==> src/rtl/eitp_pkg.sv <==
// ----------------------------------------------------------------------------
// eitp_pkg
// Shared constants and types for the Ethernet/IPv4/TCP header parser.
// ----------------------------------------------------------------------------
package eitp_pkg;

  localparam int unsigned MaxFrameBytes = 2048;
  localparam int unsigned MaxOptions    = 6;
  localparam int unsigned PosW          = $clog2(MaxFrameBytes + 1);
  localparam int unsigned OptCntW       = $clog2(MaxOptions + 1);
  localparam int unsigned NumMethods    = 9;

  localparam logic [4:0] FC_DST_MAC   = 5'd0;
  localparam logic [4:0] FC_SRC_MAC   = 5'd1;
  localparam logic [4:0] FC_ETYPE     = 5'd2;
  localparam logic [4:0] FC_IP_VER    = 5'd3;
  localparam logic [4:0] FC_IP_HLEN   = 5'd4;
  localparam logic [4:0] FC_TOT_LEN   = 5'd5;
  localparam logic [4:0] FC_IP_ID     = 5'd6;
  localparam logic [4:0] FC_IP_FLAGS  = 5'd7;
  localparam logic [4:0] FC_FRAG_OFF  = 5'd8;
  localparam logic [4:0] FC_TTL       = 5'd9;
  localparam logic [4:0] FC_PROTO     = 5'd10;
  localparam logic [4:0] FC_IP_CSUM   = 5'd11;
  localparam logic [4:0] FC_SRC_IP    = 5'd12;
  localparam logic [4:0] FC_DST_IP    = 5'd13;
  localparam logic [4:0] FC_SRC_PORT  = 5'd14;
  localparam logic [4:0] FC_DST_PORT  = 5'd15;
  localparam logic [4:0] FC_SEQ       = 5'd16;
  localparam logic [4:0] FC_ACK       = 5'd17;
  localparam logic [4:0] FC_TCP_HLEN  = 5'd18;
  localparam logic [4:0] FC_TCP_FLAGS = 5'd19;
  localparam logic [4:0] FC_WINDOW    = 5'd20;
  localparam logic [4:0] FC_TCP_CSUM  = 5'd21;
  localparam logic [4:0] FC_URGENT    = 5'd22;
  localparam logic [4:0] FC_OPT_KIND  = 5'd23;
  localparam logic [4:0] FC_MSS       = 5'd24;
  localparam logic [4:0] FC_WSCALE    = 5'd25;
  localparam logic [4:0] FC_TS_VAL    = 5'd26;
  localparam logic [4:0] FC_TS_ECR    = 5'd27;
  localparam logic [4:0] FC_METHOD    = 5'd28;
  localparam logic [4:0] FC_FRAME_END = 5'd29;

  localparam logic [7:0] OPT_NOP    = 8'd1;
  localparam logic [7:0] OPT_MSS    = 8'd2;
  localparam logic [7:0] OPT_WSCALE = 8'd3;
  localparam logic [7:0] OPT_SACKOK = 8'd4;
  localparam logic [7:0] OPT_TS     = 8'd8;

  // One parsed result.
  typedef struct packed {
    logic [4:0]  code;
    logic [47:0] value;
    logic [1:0]  depth;
    logic        last;
  } result_t;

  // What the front end hands the back end for one byte: up to two results.
  typedef struct packed {
    logic    v0;
    result_t r0;
    logic    v1;
    result_t r1;
  } work_t;

  // Method text, byte q of candidate k; zero past the name's end.
  function automatic logic [7:0] method_char(input logic [3:0] k, input logic [2:0] q);
    logic [55:0] s;
    begin
      unique case (k)
        4'd0:    s = {"GET", 32'h0};
        4'd1:    s = {"HEAD", 24'h0};
        4'd2:    s = {"POST", 24'h0};
        4'd3:    s = {"PUT", 32'h0};
        4'd4:    s = {"DELETE", 8'h0};
        4'd5:    s = "CONNECT";
        4'd6:    s = "OPTIONS";
        4'd7:    s = {"TRACE", 16'h0};
        4'd8:    s = {"PATCH", 16'h0};
        default: s = '0;
      endcase
      method_char = s[55 - 8*q -: 8];
    end
  endfunction

  function automatic logic [2:0] method_len(input logic [3:0] k);
    begin
      unique case (k)
        4'd0, 4'd3:       method_len = 3'd3;
        4'd1, 4'd2:       method_len = 3'd4;
        4'd4:             method_len = 3'd6;
        4'd5, 4'd6:       method_len = 3'd7;
        4'd7, 4'd8:       method_len = 3'd5;
        default:          method_len = 3'd0;
      endcase
    end
  endfunction

endpackage

==> src/rtl/eitp_if.sv <==
// ----------------------------------------------------------------------------
// eitp_in_if / eitp_out_if
// Valid/ready channels for frame bytes and parsed results.
// ----------------------------------------------------------------------------
interface eitp_in_if;
  logic       valid;
  logic       ready;
  logic [7:0] data_byte;
  logic       last_byte;
  modport source (output valid, output data_byte, output last_byte, input ready);
  modport sink (input valid, input data_byte, input last_byte, output ready);
endinterface

interface eitp_out_if;
  logic        valid;
  logic        ready;
  logic [4:0]  field_code;
  logic [47:0] field_value;
  logic [1:0]  end_depth;
  logic        last_result;
  modport source (output valid, output field_code, output field_value,
                  output end_depth, output last_result, input ready);
  modport sink (input valid, input field_code, input field_value,
                input end_depth, input last_result, output ready);
endinterface

==> src/rtl/eth_ipv4_tcp_header_parser.sv <==
// ----------------------------------------------------------------------------
// eth_ipv4_tcp_header_parser
// Streams Ethernet/IPv4/TCP header fields, TCP options and HTTP method.
// ----------------------------------------------------------------------------
// A field result is written into the four-entry queue when its last byte
// is accepted and is sent from the queue head. Throughput: one byte per
// cycle while the queue has room; two results of one byte leave in turn.
// Reset clears the parser state and empties the queue.
module eth_ipv4_tcp_header_parser (
  input  logic        clk_i,
  input  logic        rst_ni,
  eitp_in_if.sink     in,
  eitp_out_if.source  out
);

  eitp_pkg::work_t work;
  logic            full, take;

  // A byte is taken whenever the queue has room.
  assign in.ready = !full;
  assign take     = in.valid && !full;

  eitp_front u_front (
    .clk_i  (clk_i),
    .rst_ni (rst_ni),
    .take_i (take),
    .byte_i (in.data_byte),
    .last_i (in.last_byte),
    .work_o (work)
  );

  eitp_back u_back (
    .clk_i  (clk_i),
    .rst_ni (rst_ni),
    .push_i (take),
    .work_i (work),
    .full_o (full),
    .out    (out)
  );

endmodule

==> src/rtl/eitp_front.sv <==
// ----------------------------------------------------------------------------
// eitp_front
// Byte parser: tracks position and header lengths, produces per-byte results.
// ----------------------------------------------------------------------------
module eitp_front (
  input  logic                 clk_i,
  input  logic                 rst_ni,
  input  logic                 take_i,
  input  logic [7:0]           byte_i,
  input  logic                 last_i,
  output eitp_pkg::work_t      work_o
);

  logic [eitp_pkg::PosW-1:0]    pos_q, pos_d;
  logic [47:0]                  acc_q, acc_d;
  logic [5:0]                   iphl_q, iphl_d;
  logic [5:0]                   tcphl_q, tcphl_d;
  logic [3:0]                   ophase_q, ophase_d;
  logic [eitp_pkg::OptCntW-1:0] ocnt_q, ocnt_d;
  logic                         ostop_q, ostop_d;
  logic [eitp_pkg::NumMethods-1:0] mmask_q, mmask_d;
  logic [1:0]                   depth_q, depth_d;

  eitp_pkg::result_t r0, r1;
  logic              v0, v1;
  logic              in_range;
  logic [7:0]        b;
  logic [5:0]        raw_ip, raw_tcp;
  logic [eitp_pkg::PosW-1:0] p, t, r, pos_inc;
  logic [2:0]        q;
  logic [3:0]        mval;
  logic [eitp_pkg::NumMethods-1:0] mnew;

  always_comb begin
    b        = byte_i;
    p        = pos_q;
    in_range = pos_q < eitp_pkg::PosW'(eitp_pkg::MaxFrameBytes);
    acc_d    = {acc_q[39:0], b};
    pos_d = pos_q; iphl_d = iphl_q; tcphl_d = tcphl_q; ophase_d = ophase_q;
    ocnt_d = ocnt_q; ostop_d = ostop_q; mmask_d = mmask_q; depth_d = depth_q;
    v0 = 1'b0; v1 = 1'b0;
    r0 = '0; r1 = '0;
    raw_ip  = {b[3:0], 2'b00};
    raw_tcp = {b[7:4], 2'b00};
    t = eitp_pkg::PosW'(14) + eitp_pkg::PosW'(iphl_q);
    r = p - t;
    q = 3'(r - eitp_pkg::PosW'(tcphl_q));
    mnew = mmask_q;
    mval = 4'd0;
    pos_inc = pos_q + 1'b1;

    if (in_range) begin
      pos_d = pos_inc;
      v0 = 1'b1;
      unique case (p)
        eitp_pkg::PosW'(5):  r0 = '{eitp_pkg::FC_DST_MAC, acc_d, 2'd0, 1'b0};
        eitp_pkg::PosW'(11): r0 = '{eitp_pkg::FC_SRC_MAC, acc_d, 2'd0, 1'b0};
        eitp_pkg::PosW'(13): begin
          r0 = '{eitp_pkg::FC_ETYPE, {32'd0, acc_d[15:0]}, 2'd0, 1'b0};
          depth_d = 2'd1;
        end
        eitp_pkg::PosW'(14): begin
          r0 = '{eitp_pkg::FC_IP_VER, {44'd0, b[7:4]}, 2'd0, 1'b0};
          v1 = 1'b1;
          r1 = '{eitp_pkg::FC_IP_HLEN, {42'd0, raw_ip}, 2'd0, 1'b0};
          iphl_d = (raw_ip < 6'd20) ? 6'd20 : raw_ip;
        end
        eitp_pkg::PosW'(17): r0 = '{eitp_pkg::FC_TOT_LEN, {32'd0, acc_d[15:0]}, 2'd0, 1'b0};
        eitp_pkg::PosW'(19): r0 = '{eitp_pkg::FC_IP_ID, {32'd0, acc_d[15:0]}, 2'd0, 1'b0};
        eitp_pkg::PosW'(20): r0 = '{eitp_pkg::FC_IP_FLAGS, {45'd0, b[7:5]}, 2'd0, 1'b0};
        eitp_pkg::PosW'(21): r0 = '{eitp_pkg::FC_FRAG_OFF, {35'd0, acc_d[12:0]}, 2'd0, 1'b0};
        eitp_pkg::PosW'(22): r0 = '{eitp_pkg::FC_TTL, {40'd0, b}, 2'd0, 1'b0};
        eitp_pkg::PosW'(23): r0 = '{eitp_pkg::FC_PROTO, {40'd0, b}, 2'd0, 1'b0};
        eitp_pkg::PosW'(25): r0 = '{eitp_pkg::FC_IP_CSUM, {32'd0, acc_d[15:0]}, 2'd0, 1'b0};
        eitp_pkg::PosW'(29): r0 = '{eitp_pkg::FC_SRC_IP, {16'd0, acc_d[31:0]}, 2'd0, 1'b0};
        eitp_pkg::PosW'(33): r0 = '{eitp_pkg::FC_DST_IP, {16'd0, acc_d[31:0]}, 2'd0, 1'b0};
        default: v0 = 1'b0;
      endcase
      // Transport part starts after the IP header (which is >= 20, so no overlap
      // with the fixed IP fields above).
      if (p == eitp_pkg::PosW'(13) + eitp_pkg::PosW'(iphl_q) && depth_q < 2'd2)
        depth_d = 2'd2;
      if (p >= t && p != eitp_pkg::PosW'(14)) begin
        v0 = 1'b1;
        priority case (r)
          eitp_pkg::PosW'(1):  r0 = '{eitp_pkg::FC_SRC_PORT, {32'd0, acc_d[15:0]}, 2'd0, 1'b0};
          eitp_pkg::PosW'(3):  r0 = '{eitp_pkg::FC_DST_PORT, {32'd0, acc_d[15:0]}, 2'd0, 1'b0};
          eitp_pkg::PosW'(7):  r0 = '{eitp_pkg::FC_SEQ, {16'd0, acc_d[31:0]}, 2'd0, 1'b0};
          eitp_pkg::PosW'(11): r0 = '{eitp_pkg::FC_ACK, {16'd0, acc_d[31:0]}, 2'd0, 1'b0};
          eitp_pkg::PosW'(12): begin
            r0 = '{eitp_pkg::FC_TCP_HLEN, {42'd0, raw_tcp}, 2'd0, 1'b0};
            tcphl_d = (raw_tcp < 6'd20) ? 6'd20 : raw_tcp;
          end
          eitp_pkg::PosW'(13): r0 = '{eitp_pkg::FC_TCP_FLAGS, {42'd0, b[5:0]}, 2'd0, 1'b0};
          eitp_pkg::PosW'(15): r0 = '{eitp_pkg::FC_WINDOW, {32'd0, acc_d[15:0]}, 2'd0, 1'b0};
          eitp_pkg::PosW'(17): r0 = '{eitp_pkg::FC_TCP_CSUM, {32'd0, acc_d[15:0]}, 2'd0, 1'b0};
          eitp_pkg::PosW'(19): r0 = '{eitp_pkg::FC_URGENT, {32'd0, acc_d[15:0]}, 2'd0, 1'b0};
          default: v0 = 1'b0;
        endcase
        // TCP options: at most one result per byte, none of the fixed fields.
        if (r >= eitp_pkg::PosW'(20) && r < eitp_pkg::PosW'(tcphl_q) && !ostop_q) begin
          unique case (ophase_q)
            4'd0: begin
              if (ocnt_q >= eitp_pkg::OptCntW'(eitp_pkg::MaxOptions)) begin
                ostop_d = 1'b1;
              end else if (b == eitp_pkg::OPT_NOP || b == eitp_pkg::OPT_MSS ||
                           b == eitp_pkg::OPT_WSCALE || b == eitp_pkg::OPT_SACKOK ||
                           b == eitp_pkg::OPT_TS) begin
                v0 = 1'b1;
                r0 = '{eitp_pkg::FC_OPT_KIND, {40'd0, b}, 2'd0, 1'b0};
                ocnt_d = ocnt_q + 1'b1;
                if (b == eitp_pkg::OPT_MSS) ophase_d = 4'd1;
                else if (b == eitp_pkg::OPT_WSCALE) ophase_d = 4'd4;
                else if (b == eitp_pkg::OPT_SACKOK) ophase_d = 4'd6;
                else if (b == eitp_pkg::OPT_TS) ophase_d = 4'd7;
              end else begin
                ostop_d = 1'b1;
              end
            end
            4'd3: begin
              v0 = 1'b1;
              r0 = '{eitp_pkg::FC_MSS, {32'd0, acc_d[15:0]}, 2'd0, 1'b0};
              ophase_d = 4'd0;
            end
            4'd5: begin
              v0 = 1'b1;
              r0 = '{eitp_pkg::FC_WSCALE, {40'd0, b}, 2'd0, 1'b0};
              ophase_d = 4'd0;
            end
            4'd6: ophase_d = 4'd0;
            4'd11: begin
              v0 = 1'b1;
              r0 = '{eitp_pkg::FC_TS_VAL, {16'd0, acc_d[31:0]}, 2'd0, 1'b0};
              ophase_d = 4'd12;
            end
            4'd15: begin
              v0 = 1'b1;
              r0 = '{eitp_pkg::FC_TS_ECR, {16'd0, acc_d[31:0]}, 2'd0, 1'b0};
              ophase_d = 4'd0;
            end
            default: ophase_d = ophase_q + 1'b1;
          endcase
        end
        if (r + 1'b1 == eitp_pkg::PosW'(tcphl_q)) depth_d = 2'd3;
        if (r >= eitp_pkg::PosW'(tcphl_q) &&
            r - eitp_pkg::PosW'(tcphl_q) < eitp_pkg::PosW'(7)) begin
          for (int k = 0; k < eitp_pkg::NumMethods; k++) begin
            if (q < eitp_pkg::method_len(4'(k)) && b != eitp_pkg::method_char(4'(k), q))
              mnew[k] = 1'b0;
          end
          mmask_d = mnew;
          if (q == 3'd6) begin
            for (int k = eitp_pkg::NumMethods - 1; k >= 0; k--) begin
              if (mnew[k]) mval = 4'(k + 1);
            end
            v0 = 1'b1;
            r0 = '{eitp_pkg::FC_METHOD, {44'd0, mval}, 2'd0, 1'b0};
          end
        end
      end
    end

    if (last_i) begin
      // Frame end: keeps at most the first per-byte result.
      v1 = 1'b1;
      r1 = '{eitp_pkg::FC_FRAME_END, {{(48 - eitp_pkg::PosW){1'b0}}, pos_d},
             depth_d, 1'b1};
      pos_d = '0; iphl_d = 6'd20; tcphl_d = 6'd20; ophase_d = 4'd0;
      ocnt_d = '0; ostop_d = 1'b0; mmask_d = '1; depth_d = 2'd0; acc_d = '0;
    end
    if (!in_range) acc_d = last_i ? '0 : acc_q;

    work_o = '{v0, r0, v1, r1};
  end

  always_ff @(posedge clk_i or negedge rst_ni) begin
    if (!rst_ni) begin
      pos_q <= '0; acc_q <= '0; iphl_q <= 6'd20; tcphl_q <= 6'd20;
      ophase_q <= 4'd0; ocnt_q <= '0; ostop_q <= 1'b0; mmask_q <= '1;
      depth_q <= 2'd0;
    end else if (take_i) begin
      pos_q <= pos_d; acc_q <= acc_d; iphl_q <= iphl_d; tcphl_q <= tcphl_d;
      ophase_q <= ophase_d; ocnt_q <= ocnt_d; ostop_q <= ostop_d;
      mmask_q <= mmask_d; depth_q <= depth_d;
    end
  end

endmodule

==> src/rtl/eitp_back.sv <==
// ----------------------------------------------------------------------------
// eitp_back
// Work queue and output stage: streams out up to two results per entry.
// ----------------------------------------------------------------------------
module eitp_back (
  input  logic              clk_i,
  input  logic              rst_ni,
  input  logic              push_i,
  input  eitp_pkg::work_t   work_i,
  output logic              full_o,
  eitp_out_if.source        out
);

  localparam int unsigned Depth = 4;

  eitp_pkg::work_t mem_q [Depth];
  logic [1:0] wp_q, wp_d, rp_q, rp_d;
  logic [2:0] cnt_q, cnt_d;
  logic       half_q, half_d;
  eitp_pkg::work_t head;
  eitp_pkg::result_t cur;
  logic cur_v, pop, adv, fire, do_push;

  always_comb begin
    head = mem_q[rp_q];
    cur_v = 1'b0;
    cur = head.r0;
    if (cnt_q != 3'd0) begin
      if (!half_q && head.v0) begin
        cur_v = 1'b1; cur = head.r0;
      end else if (head.v1) begin
        cur_v = 1'b1; cur = head.r1;
      end
    end
    fire = cur_v && out.ready;
    // Entry is done when its final result leaves or it has none left.
    adv = (cnt_q != 3'd0) && (!cur_v || (fire && (half_q || !head.v0 || !head.v1)));
    pop = adv;
    half_d = half_q;
    if (pop) half_d = 1'b0;
    else if (fire) half_d = 1'b1;
    do_push = push_i && (work_i.v0 || work_i.v1);
    wp_d = do_push ? wp_q + 1'b1 : wp_q;
    rp_d = pop ? rp_q + 1'b1 : rp_q;
    cnt_d = cnt_q + {2'd0, do_push} - {2'd0, pop};
    full_o = cnt_q == 3'(Depth);
  end

  assign out.valid       = cur_v;
  assign out.field_code  = cur.code;
  assign out.field_value = cur.value;
  assign out.end_depth   = cur.depth;
  assign out.last_result = cur.last;

  always_ff @(posedge clk_i) begin
    if (do_push) mem_q[wp_q] <= work_i;
  end

  always_ff @(posedge clk_i or negedge rst_ni) begin
    if (!rst_ni) begin
      wp_q <= '0; rp_q <= '0; cnt_q <= '0; half_q <= 1'b0;
    end else begin
      wp_q <= wp_d; rp_q <= rp_d; cnt_q <= cnt_d; half_q <= half_d;
    end
  end

endmodule

==> src/flat_wrapper.sv <==
// flat-port wrapper written by rule: the top's interface ports become plain ports
module eth_ipv4_tcp_header_parser_flat 
  (clk_i, rst_ni, in_valid, in_data_byte, in_last_byte, in_ready, out_valid, out_field_code, out_field_value, out_end_depth, out_last_result, out_ready);
  eitp_in_if in_i ();
  eitp_out_if out_i ();
  input  logic clk_i;
  input  logic rst_ni;
  input wire logic [$bits(in_i.valid)-1:0] in_valid;
  input wire logic [$bits(in_i.data_byte)-1:0] in_data_byte;
  input wire logic [$bits(in_i.last_byte)-1:0] in_last_byte;
  output wire logic [$bits(in_i.ready)-1:0] in_ready;
  output wire logic [$bits(out_i.valid)-1:0] out_valid;
  output wire logic [$bits(out_i.field_code)-1:0] out_field_code;
  output wire logic [$bits(out_i.field_value)-1:0] out_field_value;
  output wire logic [$bits(out_i.end_depth)-1:0] out_end_depth;
  output wire logic [$bits(out_i.last_result)-1:0] out_last_result;
  input wire logic [$bits(out_i.ready)-1:0] out_ready;
  assign in_i.valid = in_valid;
  assign in_i.data_byte = in_data_byte;
  assign in_i.last_byte = in_last_byte;
  assign in_ready = in_i.ready;
  assign out_valid = out_i.valid;
  assign out_field_code = out_i.field_code;
  assign out_field_value = out_i.field_value;
  assign out_end_depth = out_i.end_depth;
  assign out_last_result = out_i.last_result;
  assign out_i.ready = out_ready;
  eth_ipv4_tcp_header_parser u_core (.clk_i(clk_i), .rst_ni(rst_ni), .in(in_i), .out(out_i));
endmodule
==> config.mk <==
export PLATFORM = sky130hd
export DESIGN_NAME = eth_ipv4_tcp_header_parser_flat
export DESIGN_NICKNAME = d
export VERILOG_FILES = /design/src/rtl/eitp_pkg.sv /design/src/rtl/eitp_if.sv /design/src/rtl/eth_ipv4_tcp_header_parser.sv /design/src/rtl/eitp_front.sv /design/src/rtl/eitp_back.sv /design/src/flat_wrapper.sv
export SDC_FILE = /design/constraint.sdc
export NUM_CORES = 1
export LEC_CHECK = 0
export ABC_AREA = 1
export BUFFER_PORTS_ARGS = -buffer_cell sky130_fd_sc_hd__buf_4
export CELL_PAD_IN_SITES_DETAIL_PLACEMENT = 1
export CELL_PAD_IN_SITES_GLOBAL_PLACEMENT = 2
export CORE_MARGIN = 2
export CORE_UTILIZATION = 43
export CTS_CLUSTER_DIAMETER = 100
export DETAILED_ROUTE_END_ITERATION = 8
export GPL_ROUTABILITY_DRIVEN = 0
export HOLD_SLACK_MARGIN = 0.05
export PLACE_DENSITY = 0.83
export SETUP_SLACK_MARGIN = 0.2
export SLEW_MARGIN = 20
export SYNTH_ARGS = -nofsm -noshare
export SYNTH_HDL_FRONTEND = slang
export SYNTH_SLANG_ARGS = --single-unit
export TNS_END_PERCENT = 5
==> constraint.sdc <==
create_clock -name clk_i -period 13.4 [get_ports clk_i]
set_input_delay 2.01 -clock clk_i [delete_from_list [all_inputs] [get_ports clk_i]]
set_output_delay 2.01 -clock clk_i [all_outputs]
set_load 0.01 [all_outputs]
* Word level (Yosys, flattened, before mapping)
Memory sizes are Yosys's and may differ from the RTL's.
Index checks and enable logic that the tools add are counted.
** Word-level totals
- Bits in registers :: 91
- Memory bits (writable) :: 456
- Input bits :: 13
- Output and inout bits :: 58
- Memories :: 1
** Cells by class
- Add/sub/neg operators :: 13
- $lt $le $gt $ge :: 15
- Eq/ne operators :: 51
- Shift-type cells :: 9
- Muxes and demuxes :: 172
- Reduce and logical (&&, ||, !) cells :: 56
** Memories
- u_core.u_back.mem_q :: depth 4, bits a word 114, read ports 1, clocked after memory_dff 0, wr ports 1, RTL line eitp_back.sv:16 : eitp_pkg::work_t mem_q [Depth];
** Operators with widths (number)
- 2-to-1 mux 56 bit :: 38
- one-hot mux 55 bit (13 select lines) :: 1
- indexed part select 63 x 33 -> 8 bit :: 9
- one-hot mux 56 bit (9 select lines) :: 1
- one-hot mux 56 bit (5 select lines) :: 1
- == test 12 x 5 -> 1 bit, second input constant :: 10
- 2-to-1 mux 40 bit :: 3
- 2-to-1 mux 54 bit :: 2
- == test 12 x 4 -> 1 bit, second input constant :: 7
- 2-to-1 mux 4 bit :: 19
- inequality test 8 bit :: 9
- 2-to-1 mux 3 bit :: 22
- 2-to-1 mux 1 bit :: 62
- 2-to-1 mux 6 bit :: 9
- 2-to-1 mux 9 bit :: 4
- adder 12 x 1 -> 12 bit, second input constant :: 2
- == test 12 x 3 -> 1 bit, second input constant :: 2
- 2-to-1 mux 12 bit :: 2
- logical AND 1 bit :: 20
- nonzero test 2 bit :: 9
- == test 8 x 2 -> 1 bit, second input constant :: 2
- less-than comparator 3 bit :: 5
- adder 4 x 6 -> 7 bit, first input constant :: 2
- AND reduction 7 bit :: 2
- other kinds (47) :: 73

* Depth between registers and ports, before layout
Gate-level depths: netlist of run 1.
- Depth in word-level cells :: 28
- Depth in mapped cells :: 32

* Cells and area by module
Synthesis of run 1 repeated with hierarchy kept, for this count alone.
** Second synthesis, totals
- Cells, all modules :: 2811
- Area, all modules :: 27289.9 sq um
** Modules (own cells, without submodules)
- eitp_back :: times used 1, cells an instance 1355, area an instance 18308.8 sq um, sequential area each 13893.3 sq um
- eitp_front :: times used 1, cells an instance 1453, area an instance 8967.4 sq um, sequential area each 1993.2 sq um
- eth_ipv4_tcp_header_parser :: times used 1, cells an instance 3, area an instance 13.8 sq um, sequential area each 0.0 sq um

* Worst setup path before layout of run 1
No wires, ideal clock.
- Path type :: input to register
- From :: input in_data_byte[7]
- To :: memory u_core.u_back.mem_q[0][100] in the netlist's numbering, enable pin
- Library setup time :: 498 ps
- Arrival time :: 6543 ps
- Required time :: 12902 ps
- Path slack :: 6359 ps
- Stages on the path :: 16
- Path buffers :: 1
- Cells stage by stage :: buf_2 -> nor2_1 -> nand2_1 -> nor2_1 -> o21ai_1 -> inv_1 -> nor2_1 -> nor3_1 -> inv_1 -> a21oi_2 -> nor2_1 -> nand3_1 -> nand2_1 -> nand2_2 -> nand2_4 -> nor2_1
** Between the ends
- Longest elaborated chain between the ends :: 17
** Ends and longest elaborated chain
- start, declared :: RTL line flat_wrapper.sv:9 : input wire logic [$bits(in_i.data_byte)-1:0] in_data_byte;
- == test 8 x 1 -> 1 bit / == test 8 x 2 -> 1 bit (equally long branches) :: RTL line eitp_front.sv:106 : end else if (b == eitp_pkg::OPT_NOP || b == eitp_pkg::OPT_MSS ||
- logical OR 1 bit (2 in series) :: RTL line eitp_front.sv:106
- logical OR 1 bit :: RTL line eitp_front.sv:107 : b == eitp_pkg::OPT_WSCALE || b == eitp_pkg::OPT_SACKOK ||
- logical OR 1 bit * :: RTL line eitp_front.sv:107
- 2-to-1 mux 1 bit * :: RTL line eitp_front.sv:106
- 2-to-1 mux 1 bit * :: RTL line eitp_front.sv:104 : if (ocnt_q >= eitp_pkg::OptCntW'(eitp_pkg::MaxOptions)) begin
- one-hot mux 1 bit (2 select lines) * :: RTL line eitp_front.sv:102 : unique case (ophase_q)
- 2-to-1 mux 1 bit * :: RTL line eitp_front.sv:101 : if (r >= eitp_pkg::PosW'(20) && r < eitp_pkg::PosW'(tcphl_q) && !ostop_q) begin
- 2-to-1 mux 1 bit :: RTL line eitp_front.sv:152 : if (q == 3'd6) begin
- 2-to-1 mux 1 bit * :: RTL line eitp_front.sv:145 : if (r >= eitp_pkg::PosW'(tcphl_q) &&
- 2-to-1 mux 1 bit * :: RTL line eitp_front.sv:83 : if (p >= t && p != eitp_pkg::PosW'(14)) begin
- 2-to-1 mux 1 bit * :: RTL line eitp_front.sv:52 : if (in_range) begin
- logical OR 1 bit * :: RTL line eitp_back.sv:42 : do_push = push_i && (work_i.v0 || work_i.v1);
- logical AND 1 bit * :: RTL line eitp_back.sv:42
- 2-to-1 mux 1 bit * :: RTL line eitp_back.sv:56 : if (do_push) mem_q[wp_q] <= work_i;
- 2-to-1 mux 1 bit (implied by the code) * :: RTL line eitp_back.sv:56
- end, declared :: RTL line eitp_back.sv:16
Every way passes the cells marked *; elsewhere a longest branch is shown, timed or not.

* Worst setup path after layout of run 1
- From :: register u_core.u_back.rp_q[0]
- To :: output out_field_value[6]
** Between the ends
- Longest elaborated chain between the ends :: 4
** Ends and longest elaborated chain
- start, declared :: RTL line eitp_back.sv:17 : logic [1:0] wp_q, wp_d, rp_q, rp_d;
- start signal, assigned :: RTL line eitp_back.sv:63 : wp_q <= wp_d; rp_q <= rp_d; cnt_q <= cnt_d; half_q <= half_d;
- memory read (4 x 114 bit) *
- 2-to-1 mux 56 bit / logical AND 1 bit (equally long branches) :: RTL line eitp_back.sv:31, eitp_back.sv:29
- 2-to-1 mux 56 bit :: RTL line eitp_back.sv:29 : if (!half_q && head.v0) begin
- 2-to-1 mux 56 bit * :: RTL line eitp_back.sv:28 : if (cnt_q != 3'd0) begin
- end, declared :: RTL line flat_wrapper.sv:14 : output wire logic [$bits(out_i.field_value)-1:0] out_field_value;
Marks and branches as above.

==> impl_metrics.py, run 1 <==
metrics = {
    "status": {
        "status": "complete, no violations",
    },
    "global_routing": {
        "gr-total-overflow": 0,
        "grt_max_degree": 115,
        "antenna_found_initial": 0,
        "grt_pass1_wl_um": 97000,
        "grtUsageTotal_pct": 27.0,
        "grt_pass1_vias": 16761,
    },
    "setup_path": {
        "cp-start-kind": "flop",
        "worst_r2r_path_depth": 25,
        "path_max_fanout": 114,
        "path_class": "flop to output port",
        "arrival_ps": 4430,
        "end_kind": "output port",
        "required_ps": 11390,
    },
    "place": {
        "pre_cts_slack_ps": 7230,
        "dp_hpwl_um": 42600,
        "port_buffers": 70,
        "placed_area_mm2": 0.0203,
    },
    "routing": {
        "first_iter_violations": 892,
        "via_per_inst": 5.62,
        "firstDrtPassIters": 5,
        "via_count": 15817,
        "final_antenna_net_count": 0,
        "drt-total-wl_um": 62700,
        "wl_per_cell_um": 22.3,
        "drc_errors": 0,
    },
    "yosys": {
        "yosys_warnings": 0,
        "synthXorXnorAreaFrac_pct": 1.50,
        "synth_top_area_cell": "edfxtp_1",
        "ys_top_cells_by_count": "422 x nor2_1, 353 x nand2_1, 280 x edfxtp_1",
        "synth_top_family_by_area": "simple AND/OR/NAND/NOR gates",
        "netlist_instances": 2163,
        "synth-simple-area-share_pct": 22.1,
        "synthMuxAreaShare_pct": 0,
        "synthDistinctLibCells": 60,
        "ys_ff_latch": 367,
        "ys_seq_area_share_pct": 54.9,
        "synth-compound-area-share_pct": 13.3,
        "yosys_most_used_dff": "edfxtp_1",
        "synth_fa_ha_area_share_pct": 2.32,
        "avgSynthCellArea_um2": 8.92,
        "syn-num-nets": 2210,
        "yosysMostFrequentCell": "nor2_1",
        "synth_edf_count": 280,
        "netlist_top_cells_area": "edfxtp_1 44%, dfrtp_1 9.6%, nor2_1 8.2%",
        "syn-cell-area_mm2": 0.0193,
        "ys_async_sr_fraction_pct": 23.7,
        "yosys.area.top_type_share_pct": 43.6,
    },
    "pwr": {
        "powerDensity_mw_per_mm2": 237,
        "p_leak_nw": 8.60,
        "irDropWorstVdd_mv": 0.228,
    },
    "clocking": {
        "path_clk_slew_ps": 60,
        "cts-root-buf": "clkbuf_16",
        "clockBufferDepth": 3,
        "insertion_delay_ps": 560,
        "postCtsResizedCells": 0,
        "post_cts_buffers": 0,
        "cts_buffers": 40,
        "ctsHoldBuffers": 0,
        "cts_sinks": 367,
        "cts_tree": "yes",
        "htree_levels": 2,
    },
    "cells_and_area": {
        "drive_gt1_share_pct": 11.7,
        "final_cell_area_mm2": 0.0216,
        "final_nets": 2239,
        "syn2layout_area_growth_pct": 11.9,
    },
    "timing": {
        "clock.fmax_mhz": 155,
        "fin_skew_ps": 20.1,
        "slew_headroom_pct": 34.5,
        "tightest_slew_ps": 972,
        "min_period_ps": 6440,
        "fin_tns_setup_ps": 0,
        "setup_slack_ps": 6960,
        "finalCritPeriodShare_pct": 48.1,
        "hold_viol": 0,
        "setup-violations-final": 0,
        "rsz0062_at_grt": "no",
        "fin_hold_ws_ps": 468,
        "drv_slew": 0,
    },
    "die": {
        "fp.dieW_um": 216,
        "dieArea_mm2": 0.0466,
        "start_util_pct": 43.6,
        "core_area_mm2": 0.0442,
        "io_pins": 71,
        "row_count": 77,
        "die_h_um": 216,
    },
    "hold_path": {
        "hp-class": "flop to flop",
        "holdPathStages": 1,
    },
    "run": {
        "cap_violations": 0,
    },
}
[metal layers]
metal	part of all wire, %	global-route usage (%)
met2	48	45.7
met3	4.5	3.42
met1	44	35.6
met5	0	0
met4	3.4	9.79
[where the power goes]
part,switching [mW],internal [mW]
Sequential,0.111,1.41
Clock,0.454,0.618
Combinational,1.70,0.806
[worst max-delay path: stages (launching register included)]
cell	delay, ps
dfrtp_4	870
clkinv_2	530
buf_6	450
o21ai_0	290
o22ai_1	90
nand2_1	90
inv_1	70
nor3_2	140
buf_4	600
o221a_2	320
a31oi_1	70
buf_4	220
[final cells by class]
| cell class | instances | area [µm²] |
|---|---|---|
| clock buffer | 60 | 1120 |
| timing repair buffer | 89 | 699 |
| clock inverter | 13 | 136 |
| sequential | 367 | 10600 |
| multi-input combinational | 1509 | 7590 |
| antenna | 1 | 2.50 |
| tap | 592 | 741 |
| inverter | 185 | 696 |
| fill | 5083 | 22600 |
[path summary, 6_finish.rpt]
check                                                       end                            startpoint  slack, ps
min in group asynchronous       u_core.u_front.p[1]$_DFFE_PN0P_                                rst_ni       1410
setup reg to reg           u_core.u_back.mem_q[2][77]$_DFFE_PP_  u_core.u_front.iphl_q[2]$_DFFE_PN1P_       7230
hold reg to reg            u_core.u_front.ocnt_q[2]$_DFFE_PN0P_  u_core.u_front.ocnt_q[2]$_DFFE_PN0P_        470
setup / recovery                             out_field_value[6]     u_core.u_back.rp_q[0]$_DFFE_PN0P_       6960
max in group asynchronous  u_core.u_front.acc_q[38]$_DFFE_PN0P_                                rst_ni      10750
hold / removal             u_core.u_front.ocnt_q[2]$_DFFE_PN0P_  u_core.u_front.ocnt_q[2]$_DFFE_PN0P_        470
[kinds of logic (layout without fill, tap and decap cells)]
kind of cell | after synthesis | after routing
compound gates | 444 | 444
xor+xnor | 33 | 33
fa+ha+maj | 34 | 34
buf+inv | 287 | 347
flops | 367 | 367
other cells | 0 | 1
simple gates | 998 | 998
[sequential cells by signal, indices dropped and copies added (netlist names)]
signal and count:
u_core.u_back.mem_q 280, u_core.u_front.acc_q 40, u_core.u_front.p 12, u_core.u_front.mmask_q 9, u_core.u_front.iphl_q 4, u_core.u_front.ophase_q 4, u_core.u_front.tcphl_q 4, u_core.u_back.cnt_q 3
u_core.u_front.ocnt_q 3, u_core.u_back.rp_q 2, u_core.u_back.wp_q 2, u_core.u_front.depth_q 2, u_core.u_back.half_q 1, u_core.u_front.ostop_q 1
[cell usage in the layout, fill, tap and decap left out, drive strengths merged, types with 3 or more instances in the layout]
master / netlist / final
a21boi: 3 / 3
a21oi: 127 / 127
a31oi: 16 / 16
a32o: 5 / 5
buf: 29 / 89
clkbuf: 73 / 60
clkinv: 3 / 12
dfrtp: 74 / 74
dfstp: 13 / 13
edfxtp: 280 / 280
fa: 3 / 3
ha: 31 / 31
inv: 182 / 184
nand2: 375 / 375
nand3: 112 / 112
nand4: 31 / 31
nor2: 434 / 434
nor3: 38 / 38
nor4: 4 / 4
o2111ai: 4 / 4
o211ai: 4 / 4
o21a: 3 / 3
o21ai: 233 / 233
o221a: 12 / 12
o22ai: 25 / 25
xnor2: 3 / 3
xor2: 30 / 30
[metrics by stage]
| stage | total power, mW | std cells | utilization, % |
|---|---|---|---|
| final | 5.11 | 2816 | 48.8 |
| after global routing | 5.46 | 2815 | 48.8 |
| after CTS | 5.14 | 2814 | 48.7 |
| after detailed placement | 4.06 | 2741 | 45.9 |
| after global placement | 3.99 | 2741 | 45.9 |
| after floorplan | 3.11 | 2163 | - |
(Power assumes the default switching activity.)
==> inputs of run 2 (changes only) <==
ABC_AREA = 0   (was 1)
CORE_UTILIZATION = 44   (was 43)
PLACE_DENSITY = 0.77   (was 0.83)
clock period = 6.32 ns   (was 13.4 ns; I/O delays follow)
==> impl_metrics.py, run 2 <==
metrics = {
    "routing": {
        "via_per_inst": 6.01,
        "wl_per_cell_um": 25.5,
        "drt-total-wl_um": 53600,
        "via_count": 12648,
        "final_antenna_net_count": 0,
        "drc_errors": 0,
        "firstDrtPassIters": 5,
        "first_iter_violations": 900,
    },
    "hold_path": {
        "hp-class": "primary input to asynchronous set/reset pin",
    },
    "clocking": {
        "path_clk_slew_ps": 60,
        "cts-root-buf": "clkbuf_16",
        "clockBufferDepth": 3,
        "cts_buffers": 40,
        "cts_tree": "yes",
        "htree_levels": 2,
        "post_cts_buffers": 0,
        "ctsHoldBuffers": 0,
        "insertion_delay_ps": 550,
        "cts_sinks": 367,
        "postCtsResizedCells": 0,
    },
    "timing": {
        "rsz0062_at_grt": "no",
        "slew_headroom_pct": 29.4,
        "setup_slack_ps": 598,
        "fin_skew_ps": 12.2,
        "setup-violations-final": 0,
        "finalCritPeriodShare_pct": 90.5,
        "hold_viol": 0,
        "min_period_ps": 5720,
        "fin_tns_setup_ps": 0,
        "tightest_slew_ps": 1060,
        "clock.fmax_mhz": 175,
        "drv_slew": 0,
    },
    "die": {
        "core_area_mm2": 0.0419,
        "dieArea_mm2": 0.0440,
        "fp.dieW_um": 210,
        "start_util_pct": 44.6,
        "row_count": 75,
        "io_pins": 71,
        "die_h_um": 210,
    },
    "cells_and_area": {
        "largest_register_ffs": 280,
        "syn2layout_area_growth_pct": 13.3,
        "utilization_pct": 50.5,
        "final_nets": 1580,
        "diodes": 0,
        "drive_gt1_share_pct": 19.4,
        "most-common-layout-cells": "280 x edfxtp_1, 103 x buf_4, 98 x nand2_1",
        "mostFrequentLayoutCell": "edfxtp_1",
        "final_cells": 2103,
        "regMostFlops": "u_core.u_back.mem_q",
    },
    "yosys": {
        "syn-num-nets": 1532,
        "synthDistinctLibCells": 92,
        "netlist_instances": 1485,
        "yosys_most_used_dff": "edfxtp_1",
        "ys_ff_latch": 367,
        "netlist_top_cells_area": "edfxtp_1 45%, dfrtp_1 9.9%, mux4_2 8.5%",
        "ys_async_sr_fraction_pct": 23.7,
        "yosys.area.top_type_share_pct": 45.1,
        "ys_seq_area_share_pct": 56.8,
        "avgSynthCellArea_um2": 12.6,
        "ys_top_cells_by_count": "280 x edfxtp_1, 98 x nand2_1, 92 x nor2_1",
        "yosys_warnings": 0,
        "syn-cell-area_mm2": 0.0186,
        "synth_edf_count": 280,
        "synth_top_area_cell": "edfxtp_1",
        "yosysMostFrequentCell": "edfxtp_1",
    },
    "setup_path": {
        "arrival_ps": 5960,
        "worst_path_most_repeated_cell": "ha_1",
        "startpoint": "u_core.u_front.iphl_q[2]$_DFFE_PN1P_",
        "cpPeakStageDelay_ps": 580,
        "path_cells": "inv_1, ha_1, ha_1, or2_1, a21o_1, nand2_1, inv_1, ha_1, a21o_1, a21oi_1, nor2b_1, o21a_1, nand3_1, nor2_1, o41a_1, o21ai_4, buf_4, nor2_4, buf_4",
        "cp-start-kind": "flop",
        "r2r_start": "u_core.u_front.iphl_q[2]$_DFFE_PN1P_",
        "path_class": "flop to flop",
        "end_kind": "flop",
        "required_ps": 6560,
        "critPathSlowestCell": "dfstp_2",
        "path_max_fanout": 15,
    },
    "pwr": {
        "p_switching_mw": 3.80,
        "swShare_pct": 37.7,
        "power_frac_seq_pct": 32.2,
        "irDropWorstVdd_mv": 0.289,
        "clockPowerShare_pct": 22.5,
        "p_leak_nw": 7.70,
        "pwr-share-comb_pct": 45.3,
        "internal_power_mw": 6.27,
        "powerDensity_mw_per_mm2": 476,
    },
    "place": {
        "port_buffers": 70,
        "dp_hpwl_um": 36700,
        "post-place-cells": 2027,
        "pre_cts_slack_ps": 527,
    },
    "global_routing": {
        "use_met2_pct": 41.3,
        "grtUsageTotal_pct": 24.8,
        "use_met1_pct": 33.5,
        "grt_max_degree": 59,
        "grt_use_met3_pct": 3.89,
        "grt_pass1_vias": 13184,
        "antenna_found_initial": 0,
        "top_usage_layer": "met2",
        "grt_pass1_wl_um": 82200,
        "gr-total-overflow": 0,
    },
    "run": {
        "cap_violations": 0,
    },
    "status": {
        "status": "complete, no violations",
    },
}
run 2: cell count changes after synthesis, moves of 21 or more:
cell     delta
nor2b_1    +56
a22o_1     +42
nand3_1    -73
nand4_1    -21
nor2_1    -330
o21ai_0   -132
and2_1     +47
a21oi_1    -53
inv_1     -127
mux4_2     +70
xnor2_1    +37
nand2_1   -255
run 2: cells by family (layout without fill, tap and decap cells):
family | after synthesis | in the layout | synth area share [%]
DFF | 367 | 367 | 56.8
AOI/OAI and AO/OA | 328 | 328 | 12.2
adders and majority gates | 34 | 34 | 2.40
xor gates and xnor gates | 58 | 58 | 2.76
buffers and inverters | 147 | 226 | 3.09
and+or+nand+nor | 455 | 455 | 12.8
muxes | 96 | 96 | 9.94
run 2: power groups by stage:
stage / combinational (mW) / clock, mW / sequential [mW]
6_report: 4.56 / 2.27 / 3.24
5_1_grt: 4.98 / 2.40 / 3.28
4_1_cts: 4.59 / 2.31 / 3.25
3_5_place_dp: 4.56 / 0 / 3.29
3_3_place_gp: 4.47 / 0 / 3.26
2_1_floorplan: 3.09 / 0 / 3.15
run 2: worst paths after layout:
check,slack (ps),endpoint,depth (start not counted)
max reg2reg,600,u_core.u_back.mem_q[1][10]$_DFFE_PP_,19
max in group asynchronous,4750,u_core.u_front.acc_q[32]$_DFFE_PN0P_,2
min,350,u_core.u_front.p[2]$_DFFE_PN0P_,1
max,600,u_core.u_back.mem_q[1][10]$_DFFE_PP_,19
min in group clk_i,490,u_core.u_front.mmask_q[5]$_DFFE_PN1P_,2
min reg2reg,490,u_core.u_front.mmask_q[5]$_DFFE_PN1P_,2
run 2: through the flow:
stage	hold WS (ps)	total power, mW	cell area (µm²)
2_1_floorplan	445	6.24	18600
3_3_place_gp	466	7.73	19800
3_5_place_dp	474	7.85	19800
4_1_cts	346	10.1	21100
5_1_grt	364	10.7	21100
6_report	347	10.1	21100
run 2: layer usage:
layer	part of all wire, %	vias up
met5	0	-
met4	2.9	0
met3	4.4	79
met2	48	316
met1	44	6527
li1	-	5726
run 2: area by class of cell:
type	count	area (µm²)
fill	4247	20700
sequential	367	10600
multi-input combinational	971	7530
clock buffer	60	1160
timing repair buffer	108	873
tap	539	674
inverter	45	169
clock inverter	13	118
run 2: critical path: cells and delay by family, from the launching register on:
kind	cells	cell delay [ps]
simple gates	6	1540
flops	1	580
buf+inv	4	680
fa+ha+maj	3	1060
compound gates	6	1520
==> inputs of run 3 (changes only) <==
CORE_UTILIZATION = 47   (was 44)
PLACE_DENSITY = 0.78   (was 0.77)
SYNTH_HIERARCHICAL = 1   (was unset)
==> impl_metrics.py, run 3 <==
metrics = {
    "yosys": {
        "synth-compound-area-share_pct": 9.06,
        "synth_top_family_by_area": "multiplexers",
        "yosys_most_used_dff": "edfxtp_1",
        "yosys.area.top_type_share_pct": 53.8,
        "synth_fa_ha_area_share_pct": 1.71,
        "synth_edf_count": 456,
        "synth_top_area_cell": "edfxtp_1",
        "synthXorXnorAreaFrac_pct": 1.78,
        "ys_async_sr_fraction_pct": 16.0,
        "yosys_warnings": 6,
        "netlist_instances": 1717,
        "ys_ff_latch": 543,
        "syn-cell-area_mm2": 0.0254,
        "ys_top_cells_by_count": "456 x edfxtp_1, 114 x mux4_2, 89 x nand2_1",
        "synthDistinctLibCells": 94,
        "synthMuxAreaShare_pct": 13.2,
        "ys_seq_area_share_pct": 62.4,
        "synth-simple-area-share_pct": 7.88,
        "yosysMostFrequentCell": "edfxtp_1",
        "netlist_top_cells_area": "edfxtp_1 54%, mux4_2 10%, dfrtp_1 7.3%",
        "avgSynthCellArea_um2": 14.8,
    },
    "setup_path": {
        "r2r_setup_slack_ps": 580,
        "worst_r2r_path_depth": 18,
        "cp-start-kind": "flop",
        "r2r_start": "u_core/u_front/iphl_q[2]$_DFFE_PN1P_",
        "r2r-end": "u_core/u_back/mem_q[3][78]$_DFFE_PP_",
        "arrival_ps": 6000,
        "path_max_fanout": 16,
        "end_kind": "flop",
        "path_class": "flop to flop",
        "required_ps": 6580,
    },
    "die": {
        "start_util_pct": 47.4,
        "fp.dieW_um": 237,
        "die_h_um": 237,
        "io_pins": 71,
        "row_count": 85,
        "dieArea_mm2": 0.0560,
        "core_area_mm2": 0.0537,
    },
    "run": {
        "cap_violations": 0,
    },
    "routing": {
        "drc_errors": 0,
        "wl_per_cell_um": 26.4,
        "via_per_inst": 6.05,
        "final_antenna_net_count": 0,
        "firstDrtPassIters": 5,
        "drt-total-wl_um": 66400,
        "first_iter_violations": 1042,
        "via_count": 15246,
    },
    "pwr": {
        "p_switching_mw": 4.39,
        "irDropWorstVdd_mv": 0.258,
        "power_frac_seq_pct": 35.3,
        "clockPowerShare_pct": 26.3,
        "p_total_mw": 12.9,
        "pwr-share-comb_pct": 38.4,
        "p_leak_nw": 9.94,
        "swShare_pct": 33.9,
        "powerDensity_mw_per_mm2": 452,
        "internal_power_mw": 8.54,
    },
    "place": {
        "pre_cts_slack_ps": 451,
        "port_buffers": 70,
        "dp_hpwl_um": 42700,
    },
    "clocking": {
        "cts_sinks": 543,
        "htree_levels": 2,
        "postCtsResizedCells": 0,
        "insertion_delay_ps": 640,
        "clockBufferDepth": 3,
        "cts-root-buf": "clkbuf_16",
        "path_clk_slew_ps": 60,
        "post_cts_buffers": 0,
        "cts_buffers": 58,
        "ctsHoldBuffers": 0,
        "cts_tree": "yes",
    },
    "global_routing": {
        "antenna_found_initial": 0,
        "gr-total-overflow": 0,
        "grt_pass1_wl_um": 101000,
        "grtUsageTotal_pct": 23.7,
        "grt_pass1_vias": 16004,
        "grt_max_degree": 116,
    },
    "hold_path": {
        "hp-class": "primary input to asynchronous set/reset pin",
    },
    "timing": {
        "setup_slack_ps": 578,
        "min_period_ps": 5740,
        "fin_skew_ps": 65.9,
        "fin_hold_ws_ps": 344,
        "tightest_slew_ps": 1110,
        "setup-violations-final": 0,
        "drv_slew": 0,
        "hold_viol": 0,
        "slew_headroom_pct": 25.7,
        "finalCritPeriodShare_pct": 90.8,
        "rsz0062_at_grt": "no",
        "clock.fmax_mhz": 174,
    },
    "cells_and_area": {
        "most-common-layout-cells": "456 x edfxtp_1, 114 x mux4_2, 96 x buf_4",
        "fill_cells": 5084,
        "drive_gt1_share_pct": 20.6,
        "regMostFlops": "u_core/u_back/mem_q",
        "largest_register_ffs": 456,
        "diodes": 0,
        "syn2layout_area_growth_pct": 12.4,
        "final_nets": 1820,
        "mostFrequentLayoutCell": "edfxtp_1",
    },
    "status": {
        "status": "complete, no violations",
    },
}
==> run 3: worst max-delay path, stage by stage, from the launching register on <==
cell     delay, ps
dfstp_2        570
inv_1           70
ha_1           310
ha_1           350
or2_2          370
and3_1         210
or2_2          380
inv_2          170
ha_1           300
a21o_1         210
a21oi_1        250
xnor3_1        270
o32ai_1        160
nand4_2        210
nor2_1         250
o311a_4        300
o21a_2         290
and2_4         390
buf_4          340
==> run 3: worst max-delay path by stage <==
| stage | startpoint | to | slack [ps] |
|---|---|---|---|
| 2_1_floorplan | u_core/u_front/iphl_q[2]$_DFFE_PN1P_ | u_core/u_back/mem_q[0][0]$_DFFE_PP_ | -30 |
| 3_3_place_gp | u_core/u_front/iphl_q[2]$_DFFE_PN1P_ | u_core/u_back/mem_q[0][49]$_DFFE_PP_ | 660 |
| 6_report | u_core/u_front/iphl_q[2]$_DFFE_PN1P_ | u_core/u_back/mem_q[3][78]$_DFFE_PP_ | 580 |
| 4_1_cts | u_core/u_front/iphl_q[2]$_DFFE_PN1P_ | u_core/u_back/mem_q[0][61]$_DFFE_PP_ | 410 |
| 3_5_place_dp | u_core/u_front/iphl_q[2]$_DFFE_PN1P_ | u_core/u_back/mem_q[0][1]$_DFFE_PP_ | 450 |
| 5_1_grt | u_core/u_front/iphl_q[2]$_DFFE_PN1P_ | u_core/u_back/cnt_q[2]$_DFF_PN0_ | 270 |
==> run 3: cells by family after synthesis <==
| kind of cell | after synthesis |
|---|---|
| multiplexers | 185 |
| other | 1 |
| adder cells (fa/ha/maj) | 33 |
| flip-flops | 543 |
| AO/OA/AOI/OAI | 336 |
| XOR/XNOR | 50 |
| AND/OR/NAND/NOR | 378 |
| buffers and inverters | 191 |
==> run 3: stage by stage <==
step	util (%)	instances	instance area (µm²)	TNS [ps]
6_report	53.3	2520	28600	0
5_1_grt	53.3	2520	28600	0
4_1_cts	53.2	2517	28600	0
3_5_place_dp	49.6	2407	26600	0
3_3_place_gp	49.6	2407	26600	0
2_1_floorplan	-	1756	25600	-15950
==> run 3: power by group through the flow <==
stage | Combinational (mW) | Sequential [mW] | Clock [mW]
after global placement | 4.89 | 4.61 | 0
after floorplan | 3.36 | 4.49 | 0
after detailed placement | 4.97 | 4.64 | 0
final | 4.96 | 4.57 | 3.40
after CTS | 4.99 | 4.58 | 3.47
after global routing | 5.34 | 4.61 | 3.61
==> run 3: routing by layer <==
layer	GRT usage [%]	vias up	wire length [µm]
li1	-	6758	-
met1	32.0	7973	28400
met2	39.7	407	32900
met3	3.18	108	3060
met4	8.57	0	2160
met5	0	-	0
==> run 3: cell type report <==
class                      instances  area [µm²]  area share [%]
clock buffer                      75        1520            5.30
tap                              696         871            3.04
sequential                       543       15900            55.6
timing repair buffer             110        1010            3.52
inverter                          37         139           0.485
clock inverter                    35         418            1.46
multi-input combinational       1024        8760            30.6
